## src/hdl/circular_palette_color_blend_macros.svh

```systemverilog
`ifndef CIRCULAR_PALETTE_COLOR_BLEND_MACROS_SVH
`define CIRCULAR_PALETTE_COLOR_BLEND_MACROS_SVH

// Checks that the consequent holds in the same cycle as the antecedent.
`define CPCB_ASSERT_NOW(label, clk, rst, ante, cons, msg) \
  label: assert property (@(posedge clk) disable iff (rst) (ante) |-> (cons)) \
    else $error(msg);

// Checks that the consequent holds in the cycle after the antecedent.
`define CPCB_ASSERT_NEXT(label, clk, rst, ante, cons, msg) \
  label: assert property (@(posedge clk) disable iff (rst) (ante) |=> (cons)) \
    else $error(msg);

`endif

```

## src/hdl/cpcb_pkg.sv

```systemverilog
`timescale 1ns / 1ps

package cpcb_pkg;

  localparam int QueueDepth = 2;
  localparam int QueuePtrW = 1;
  localparam int QueueCntW = 2;
  localparam logic [23:0] RoundBias = 24'h000101;

  typedef struct packed {
    logic [2:0] window_first;
    logic [2:0] window_last;
    logic [7:0] position;
    logic [7:0] fraction;
  } pixel_t;

  typedef struct packed {
    logic [7:0] red;
    logic [7:0] green;
    logic [7:0] blue;
    logic       window_error;
  } color_t;

  typedef struct packed {
    logic [2:0] idx1;
    logic [2:0] idx2;
    logic [7:0] fraction;
    logic       window_error;
  } job_t;

  // Remainder of pos by a small constant through a reciprocal multiply.
  function automatic logic [2:0] rem_const(input logic [7:0] pos, input logic [2:0] d,
                                           input logic [14:0] recip);
    logic [22:0] prod;
    logic [7:0]  quot;
    logic [7:0]  back;
    logic [7:0]  rem;
    prod = {15'd0, pos} * {8'd0, recip};
    quot = {1'b0, prod[22:16]};
    back = 8'(quot * {5'd0, d});
    rem  = pos - back;
    return rem[2:0];
  endfunction

  function automatic logic [2:0] window_offset(input logic [7:0] pos, input logic [3:0] len);
    logic [2:0] r;
    case (len)
      4'd1:    r = 3'd0;
      4'd2:    r = {2'd0, pos[0]};
      4'd3:    r = rem_const(pos, 3'd3, 15'd21846);
      4'd4:    r = {1'b0, pos[1:0]};
      4'd5:    r = rem_const(pos, 3'd5, 15'd13108);
      4'd6:    r = rem_const(pos, 3'd6, 15'd10923);
      4'd7:    r = rem_const(pos, 3'd7, 15'd9363);
      4'd8:    r = pos[2:0];
      default: r = 3'd0;
    endcase
    return r;
  endfunction

endpackage

```

## src/hdl/cpcb_queue.sv

```systemverilog
`timescale 1ns / 1ps
`include "circular_palette_color_blend_macros.svh"

module cpcb_queue (
  input  logic           clk,
  input  logic           rst,
  input  logic           push,
  input  cpcb_pkg::job_t push_data,
  output logic           full,
  output logic           pop_valid,
  output cpcb_pkg::job_t pop_data,
  input  logic           pop_ready
);

  cpcb_pkg::job_t                   slots [cpcb_pkg::QueueDepth];
  logic [cpcb_pkg::QueuePtrW-1:0]   wr_ptr;
  logic [cpcb_pkg::QueuePtrW-1:0]   rd_ptr;
  logic [cpcb_pkg::QueueCntW-1:0]   count;
  logic                             do_push;
  logic                             do_pop;

  assign full      = (count == cpcb_pkg::QueueCntW'(cpcb_pkg::QueueDepth));
  assign pop_valid = (count != '0);
  assign pop_data  = slots[rd_ptr];
  assign do_push   = push && !full;
  assign do_pop    = pop_valid && pop_ready;

  always_ff @(posedge clk) begin
    if (do_push) begin
      slots[wr_ptr] <= push_data;
    end
  end

  always_ff @(posedge clk) begin
    if (rst) begin
      wr_ptr <= '0;
      rd_ptr <= '0;
      count  <= '0;
    end else begin
      if (do_push) begin
        wr_ptr <= wr_ptr + 1'b1;
      end
      if (do_pop) begin
        rd_ptr <= rd_ptr + 1'b1;
      end
      if (do_push && !do_pop) begin
        count <= count + 1'b1;
      end else if (do_pop && !do_push) begin
        count <= count - 1'b1;
      end
    end
  end

  `CPCB_ASSERT_NEXT(queue_fill_chk, clk, rst, do_push && !do_pop, count == $past(count) + 1'b1, "queue count did not grow on push")

endmodule

```

## src/hdl/cpcb_front.sv

```systemverilog
`timescale 1ns / 1ps
`include "circular_palette_color_blend_macros.svh"

module cpcb_front (
  input  logic             clk,
  input  logic             rst,
  input  logic             pixel_valid,
  output logic             pixel_stall,
  input  cpcb_pkg::pixel_t pixel,
  output logic             push,
  output cpcb_pkg::job_t   push_data,
  input  logic             full
);

  logic             hold_valid;
  cpcb_pkg::pixel_t hold;
  logic             load;
  logic [3:0]       len;
  logic [2:0]       offset;
  logic [2:0]       idx1;

  assign pixel_stall = hold_valid && full;
  assign load        = pixel_valid && !pixel_stall;
  assign push        = hold_valid && !full;

  always_ff @(posedge clk) begin
    if (load) begin
      hold <= pixel;
    end
  end

  always_ff @(posedge clk) begin
    if (rst) begin
      hold_valid <= 1'b0;
    end else if (load) begin
      hold_valid <= 1'b1;
    end else if (push) begin
      hold_valid <= 1'b0;
    end
  end

  always_comb begin
    len    = {1'b0, hold.window_last} - {1'b0, hold.window_first} + 4'd1;
    offset = cpcb_pkg::window_offset(hold.position, len);
    idx1   = offset + hold.window_first;
    push_data.idx1         = idx1;
    push_data.idx2         = (idx1 == hold.window_last) ? hold.window_first : idx1 + 3'd1;
    push_data.fraction     = hold.fraction;
    push_data.window_error = (hold.window_last < hold.window_first);
  end

  `CPCB_ASSERT_NEXT(front_hold_chk, clk, rst, hold_valid && full, hold_valid && $stable(hold), "held item lost while queue full")

endmodule

```

## src/hdl/cpcb_back.sv

```systemverilog
`timescale 1ns / 1ps
`include "circular_palette_color_blend_macros.svh"

module cpcb_back #(
  parameter int PALETTE_ENTRIES = 8
) (
  input  logic             clk,
  input  logic             rst,
  input  logic             cfg_write_en,
  input  logic [2:0]       cfg_index,
  input  logic [23:0]      cfg_data,
  input  logic             job_valid,
  input  cpcb_pkg::job_t   job,
  output logic             job_ready,
  output logic             color_valid,
  input  logic             color_stall,
  output cpcb_pkg::color_t color
);

  localparam int AW = $clog2(PALETTE_ENTRIES);

  logic [23:0]                pal [PALETTE_ENTRIES];
  logic [PALETTE_ENTRIES-1:0] pal_valid;
  logic                       cfg_hit;
  logic                       hit1;
  logic                       hit2;

  logic        a_valid;
  logic        a_ready;
  logic        a_load;
  logic [23:0] a_rd1;
  logic [23:0] a_rd2;
  logic        a_use1;
  logic        a_use2;
  logic [7:0]  a_fraction;
  logic        a_error;

  logic        b_valid;
  logic        b_ready;
  logic        b_load;
  logic [23:0] b_p1 [3];
  logic [23:0] b_p2 [3];
  logic        b_error;

  logic        c_valid;
  logic        c_ready;
  logic        c_load;
  cpcb_pkg::color_t c_item;

  logic [23:0] col1;
  logic [23:0] col2;
  logic [15:0] pre_lo;
  logic [15:0] pre_hi;
  logic [23:0] prod1 [3];
  logic [23:0] prod2 [3];
  logic [7:0]  chan [3];
  logic [23:0] t1;
  logic [23:0] t2;

  assign cfg_hit = cfg_write_en && ({1'b0, cfg_index} < 4'(PALETTE_ENTRIES));
  assign hit1    = ({1'b0, job.idx1} < 4'(PALETTE_ENTRIES));
  assign hit2    = ({1'b0, job.idx2} < 4'(PALETTE_ENTRIES));

  always_ff @(posedge clk) begin
    if (cfg_hit) begin
      pal[cfg_index[AW-1:0]] <= cfg_data;
    end
  end

  always_ff @(posedge clk) begin
    if (rst) begin
      pal_valid <= '0;
    end else if (cfg_hit) begin
      pal_valid[cfg_index[AW-1:0]] <= 1'b1;
    end
  end

  assign c_ready   = !c_valid || !color_stall;
  assign b_ready   = !b_valid || c_ready;
  assign a_ready   = !a_valid || b_ready;
  assign job_ready = a_ready;
  assign a_load    = job_valid && a_ready;
  assign b_load    = a_valid && b_ready;
  assign c_load    = b_valid && c_ready;

  always_ff @(posedge clk) begin
    if (a_load) begin
      a_rd1      <= pal[job.idx1[AW-1:0]];
      a_rd2      <= pal[job.idx2[AW-1:0]];
      a_use1     <= hit1 && pal_valid[job.idx1[AW-1:0]];
      a_use2     <= hit2 && pal_valid[job.idx2[AW-1:0]];
      a_fraction <= job.fraction;
      a_error    <= job.window_error;
    end
  end

  always_comb begin
    col1   = a_use1 ? a_rd1 : 24'd0;
    col2   = a_use2 ? a_rd2 : 24'd0;
    pre_lo = {~a_fraction, ~a_fraction};
    pre_hi = {a_fraction, a_fraction};
    for (int k = 0; k < 3; k++) begin
      prod1[k] = {16'd0, col1[23-8*k -: 8]} * {8'd0, pre_lo};
      prod2[k] = {16'd0, col2[23-8*k -: 8]} * {8'd0, pre_hi};
    end
  end

  always_ff @(posedge clk) begin
    if (b_load) begin
      b_p1    <= prod1;
      b_p2    <= prod2;
      b_error <= a_error;
    end
  end

  always_comb begin
    t1 = '0;
    t2 = '0;
    for (int k = 0; k < 3; k++) begin
      t1      = b_p1[k] + cpcb_pkg::RoundBias;
      t2      = b_p2[k] + cpcb_pkg::RoundBias;
      chan[k] = b_error ? 8'd0 : t1[23:16] + t2[23:16];
    end
  end

  always_ff @(posedge clk) begin
    if (c_load) begin
      c_item.red          <= chan[0];
      c_item.green        <= chan[1];
      c_item.blue         <= chan[2];
      c_item.window_error <= b_error;
    end
  end

  always_ff @(posedge clk) begin
    if (rst) begin
      a_valid <= 1'b0;
      b_valid <= 1'b0;
      c_valid <= 1'b0;
    end else begin
      if (a_ready) begin
        a_valid <= job_valid;
      end
      if (b_ready) begin
        b_valid <= a_valid;
      end
      if (c_ready) begin
        c_valid <= b_valid;
      end
    end
  end

  assign color_valid = c_valid;
  assign color       = c_item;

  `CPCB_ASSERT_NOW(back_black_chk, clk, rst, c_valid && c_item.window_error, c_item.red == 8'd0 && c_item.green == 8'd0 && c_item.blue == 8'd0, "error result is not black")
  `CPCB_ASSERT_NEXT(back_stage_a_chk, clk, rst, a_valid && !b_ready, a_valid && $stable(a_fraction) && $stable(a_error), "stage A changed while blocked")

endmodule

```

## src/hdl/circular_palette_color_blend.sv

```systemverilog
`timescale 1ns / 1ps
// Channel   Direction  Handshake            Payload
// pixel     in         pixel_valid/stall    cpcb_pkg::pixel_t
// color     out        color_valid/stall    cpcb_pkg::color_t
// config    in         cfg_write_en         cfg_index, cfg_data
//
// One item is accepted per cycle and one result leaves per cycle when nothing stalls.
// On its way out an item passes the front hold register, the queue slot, the palette read register,
// the product register and the output register.
// Reset is synchronous, clears all control state and marks every palette entry invalid, so it reads as black.
// Each side can stall on its own; a two-entry queue separates the front and back.

module circular_palette_color_blend #(
  parameter int PALETTE_ENTRIES = 8
) (
  input  logic             clk,
  input  logic             rst,
  input  logic             pixel_valid,
  output logic             pixel_stall,
  input  cpcb_pkg::pixel_t pixel,
  output logic             color_valid,
  input  logic             color_stall,
  output cpcb_pkg::color_t color,
  input  logic             cfg_write_en,
  input  logic [2:0]       cfg_index,
  input  logic [23:0]      cfg_data
);

  logic           push;
  cpcb_pkg::job_t push_data;
  logic           full;
  logic           job_valid;
  cpcb_pkg::job_t job;
  logic           job_ready;

  cpcb_front u_front (
    .clk         (clk),
    .rst         (rst),
    .pixel_valid (pixel_valid),
    .pixel_stall (pixel_stall),
    .pixel       (pixel),
    .push        (push),
    .push_data   (push_data),
    .full        (full)
  );

  cpcb_queue u_queue (
    .clk       (clk),
    .rst       (rst),
    .push      (push),
    .push_data (push_data),
    .full      (full),
    .pop_valid (job_valid),
    .pop_data  (job),
    .pop_ready (job_ready)
  );

  cpcb_back #(
    .PALETTE_ENTRIES (PALETTE_ENTRIES)
  ) u_back (
    .clk          (clk),
    .rst          (rst),
    .cfg_write_en (cfg_write_en),
    .cfg_index    (cfg_index),
    .cfg_data     (cfg_data),
    .job_valid    (job_valid),
    .job          (job),
    .job_ready    (job_ready),
    .color_valid  (color_valid),
    .color_stall  (color_stall),
    .color        (color)
  );

endmodule

```

## config.mk

```make
export PLATFORM = sky130hd
export DESIGN_NAME = circular_palette_color_blend
export DESIGN_NICKNAME = d
export VERILOG_FILES = /design/src/hdl/cpcb_pkg.sv /design/src/hdl/cpcb_queue.sv /design/src/hdl/cpcb_front.sv /design/src/hdl/cpcb_back.sv /design/src/hdl/circular_palette_color_blend.sv
export VERILOG_INCLUDE_DIRS = /design/src /design/src/hdl
export SDC_FILE = /design/constraint.sdc
export NUM_CORES = 2
export LEC_CHECK = 0
export ABC_AREA = 1
export BUFFER_PORTS_ARGS = -buffer_cell sky130_fd_sc_hd__buf_2
export CORE_ASPECT_RATIO = 0.7
export CORE_UTILIZATION = 40
export DETAILED_ROUTE_END_ITERATION = 7
export GPL_TIMING_DRIVEN = 0
export PLACE_DENSITY = 0.62
export SYNTH_ARGS = -nofsm -noshare
export SYNTH_HDL_FRONTEND = slang
export SYNTH_SLANG_ARGS = --single-unit
```

## constraint.sdc

```tcl
create_clock -name clk -period 7.2 [get_ports clk]
set_input_delay 1.44 -clock clk [delete_from_list [all_inputs] [get_ports clk]]
set_output_delay 1.44 -clock clk [all_outputs]
set_load 0.01 [all_outputs]
```

### Yosys cells after proc, flatten, opt, wreduce, memory -nomap -nowiden

Memories as Yosys holds them, arrays and structs flattened. A register that Yosys moved wholly into a read port is not among the register bits.
Index checks and enable logic that the tools add are counted.

* memories: 2
* RAM bits: 222
* logic and storage cells: 124
* register bits after elaboration: 219
* input port bits: 54

* magnitude comparators: 5
* reduce and logical (&&, ||, !) cells: 24
* bitwise gates (word level): 2
* add/sub/neg operators: 21
* mux-type cells: 20
* equality and inequality tests: 9
* $mul: 14

Memories
* u_back.pal: words 8, width 24, rd ports 2, clocked after Yosys merged registers in 2, write ports 1, RTL line cpcb_back.sv:22 `logic [23:0] pal [PALETTE_ENTRIES];`
* u_queue.slots: words 2, width 15, rd ports 1, clocked after Yosys merged registers in 1, write ports 1, RTL line cpcb_queue.sv:15 `cpcb_pkg::job_t slots [cpcb_pkg::QueueDepth];`

Operators by type and width (count)
* $add 24x9->24 const B: 6
* $mul 8x16->24: 6
* $mul 8x14->22 const B: 3
* $mux 24: 2
* $add 8x8->8: 3
* $pmux 3 s7: 1
* $mul 8x12->20 const B: 1
* $eq 4x3->1 const B: 4
* $lt 3x4->1 const B: 3
* $mul 6x3->3 const B: 2
* $sub 3x3->3: 4
* $mux 1: 11
* $logic_and 1x1->1: 10
* $eq 4x2->1 const B: 2
* $logic_not 1->1: 8
* $not 8->8: 1
* $or 8x8->8: 1
* $mul 7x2->3 const B: 1
* $bmux 1 s3: 2
* $mul 6x2->2 const B: 1
* $reduce_bool 2->1: 3
* $add 4x1->4 const B: 1
* $eq 4x4->1 const B: 1
* $mux 2: 2
* 13 further kinds: 16

### Logic depth before layout (Yosys ltp)

* depth in word-level cells: 8
* gate-level depth with buffers: 37

### Hierarchy

A second synthesis with hierarchy kept.

* cells, all modules: 5259
* area, all modules: 46379.5 um^2

By module, submodules not included
* cpcb_back: area each 39892.0 um^2, cells an instance 4567, times used 1
* cpcb_front: area each 5104.9 um^2, cells an instance 608, times used 1
* cpcb_queue: area each 1382.6 um^2, cells an instance 84, times used 1

### Worst setup path after synthesis

Ideal clock, no wire load.

* path kind: flip-flop to flip-flop
* start point: register u_front.hold[14] (netlist bit)
* end point: memory u_queue.slots[0][10] (netlist bit) (data pin)
* path buffers: 0
* arrival: 6.126 ns
* period minus slack after synthesis: 6.382 ns
* setup slack: 0.818 ns
* stages on the path, launching flop included: 31
* data required time: 6.943 ns
* path through: edfxtp_1 inv_2 ha_1 fa_1 inv_1 fa_1 inv_1 fa_1 inv_1 ha_1 nand2_1 a21oi_1 nor2_1 a21oi_1 o21ai_0 nand3_1 xor2_1 ha_1 inv_1 ha_1 nor2_1 fa_1 inv_1 a221oi_1 o311ai_0 fa_1 xor2_1 a21oi_1 nand3_2 nand2_1 nand2_1

RTL lines
* from (decl): RTL line cpcb_front.sv:16 `cpcb_pkg::pixel_t hold;`
* from (signal assigned): RTL line cpcb_front.sv:28 `hold <= pixel;`
* to (decl): RTL line cpcb_queue.sv:15

==> results.ini <==
[run_status]
status=completed

[placed_design]
place_ws_ps=-30.8
gp_congestion=0.961
portBuffers=79
dpl_cell_area_sq_mm=0.0458
dpl.hpwl_um=94500

[worst_setup_path]
worstPathArrival_ps=7300
required_ps=7620
critPathLaunchType=flop
r2r_cells=20
end_kind=flop
crit_type=flop to flop
path_max_fanout=10

[die]
start_util_pct=40.6
fp-row-count=100
die_h_um=278
core_sq_mm=0.107
dieWidth_um=396
die-area_sq_mm=0.110
io_pins=81

[clock_tree]
clock_latency_ps=690
clk_pin_slew_worst_paths_ps=70
root_buffer=clkbuf_16
cts_buffer_depth=3
cts_buffers=54
cts-htree-levels=2
cts.sinks=490
cts_tree=done
holdBufCountCts=0

[drt]
vias=32200
wl_per_cell_um=19.0
drc=0
ant_nets=0
viasPerCell=5.14
drt_first_pass_iters=6
routed_wl_um=119000
initialDrtViolationCount=3244

[finish]
layout.nets=5702
final_util_pct=44.8
fillCellCount=10200
final_common_cell=inv_1
drive_gt1_share_pct=5.23
area_growth_pct=10.3
final_area_sq_mm=0.0479
final_cell_mix=inv_1, nand2_1, edfxtp_1

[logic_synthesis]
netlist_area_sq_mm=0.0434
synth_edf_count=473
avgSynthCellArea_sq_um=9.37
yosys_warnings=0
ys.flop_type=edfxtp_1
synthCells=4637
async_reset_ff_share_pct=0
synth.yosys.seq_area_share_pct=33.5
synth-seq-cells=490
synth_fp_nets=5545
synth_cell_types=53

[global_routing]
grt_pass1_wl_um=183000
globalRouteTotalUtil_pct=21.6
antenna_found_initial=5
met3_usage_pct=6.33
grt_max_degree=94
grt_pass1_vias=31100
use_met1_pct=33.8
grt-ovfl-total=0
busiest_layer=met1
use_met2_pct=29.1

[sta]
layout_setup_ws_ps=329
skew_ps=92.3
finalHoldViolCount=0
fmax_mhz=146
whs_ps=447
worst_pin_slew_ps=1220
period_share_pct=95.4
fin_crit_ps=6870
slew_violations=0
slew_headroom_pct=18.6
finalSetupViolCount=0

[worst_hold_path]
min_path_cells=0
hold_path.class=flop to flop

[run]
maxCapViolations=0

[worst paths after layout]
path                        startpoint                  end  slack (ps)
setup / recovery  u_back.a_fraction[4]      u_back.b_p2[68]         330
setup reg to reg  u_back.a_fraction[4]      u_back.b_p2[68]         330
hold reg to reg   u_front.push_data[7]  u_queue.slots[0][7]         450
hold / removal    u_front.push_data[7]  u_queue.slots[0][7]         450
[per-stage QoR]
step,setup TNS [ps],std cells
final,0,6266
after global routing,-79.7,6266
after CTS,0,6250
after detailed placement,-128,6150
after global placement,0,6144
after floorplan,0,4637
[logic make-up (layout without fill, tap and decap cells)]
| family | Yosys count | in the layout | share of synthesized area, % |
|---|---|---|---|
| adders and majority gates | 854 | 854 | 32.3 |
| DFF | 490 | 490 | 33.5 |
| xor gates and xnor gates | 170 | 170 | 3.46 |
| buffers and inverters | 1089 | 1289 | 9.43 |
| muxes | 2 | 2 | 0.0461 |
| other | 0 | 1 | 0 |
| AOI/OAI and AO/OA | 754 | 754 | 9.37 |
| and+or+nand+nor | 1278 | 1278 | 11.9 |
[cells in the mapped netlist, drive strengths merged (12+ instances only)]
| master | n | area share, % |
|---|---|---|
| o21ai | 264 | 3.1 |
| a21o | 14 | 0.24 |
| fa | 447 | 21 |
| clkbuf | 116 | 1.0 |
| nor2 | 480 | 4.2 |
| a31oi | 58 | 0.84 |
| o21bai | 17 | 0.29 |
| inv | 962 | 8.3 |
| nand3 | 82 | 1.0 |
| xor2 | 107 | 2.2 |
| xnor2 | 63 | 1.3 |
| a21oi | 367 | 4.3 |
| nor3 | 23 | 0.27 |
| dfxtp | 17 | 0.78 |
| edfxtp | 473 | 33 |
| nand4 | 27 | 0.40 |
| ha | 407 | 12 |
| nand2 | 635 | 5.5 |
| a21boi | 12 | 0.24 |
[registers in the layout, summed over array words and instances, names as in the netlist, 8 cells and up, named ones only]
register,flops
u_back.a_fraction,8
u_back.a_rd1,24
u_back.a_rd2,24
u_back.b_p1,72
u_back.b_p2,72
u_back.color,25
u_back.pal,192
u_back.pal_valid,8
u_front.hold,14
u_front.push_data,8
u_queue.slots,30
[metal layers]
| metal | wire length (um) | up-vias |
|---|---|---|
| met2 | 45900 | 1518 |
| met4 | 2130 | 6 |
| met5 | 29 | - |
| met1 | 56800 | 15400 |
| met3 | 14400 | 138 |
| li1 | - | 15200 |
[final cells by class]
class | instances | area, sq um | area share (%)
buffer | 127 | 485 | 1.01
tap | 1428 | 1790 | 3.73
clock inverter | 42 | 538 | 1.12
clock buffer | 57 | 1360 | 2.84
antenna | 1 | 2.50 | 0.00522
sequential | 490 | 14500 | 30.4
timing repair buffer | 101 | 658 | 1.37
multi-input combinational | 3058 | 24900 | 52.0
inverter | 962 | 3620 | 7.55
[what timing repair did]
item                       4_1_cts  5_1_grt
resized for setup                2        8
pin swaps                        0        6
setup buffers                    1       15
setup endpoints to repair        6        8
[worst max-delay path: stages, from the launching register on]
cell and delay (ps):
edfxtp_1 350, clkbuf_1 300, inv_1 500, clkbuf_1 770
nor2_1 170, fa_1 560, fa_1 520, fa_1 500
inv_1 50, fa_1 500, inv_1 50, ha_1 330
a21oi_1 160, a21boi_2 240, o21ai_1 130, a21boi_0 370
o21ai_0 220, a21boi_2 240, o21ai_2 100, a21oi_1 170
xor2_1 370
Power is left out: the tool's default activity adds up to more than one toggle a clock period on the data nets, which glitch-free logic cannot reach.
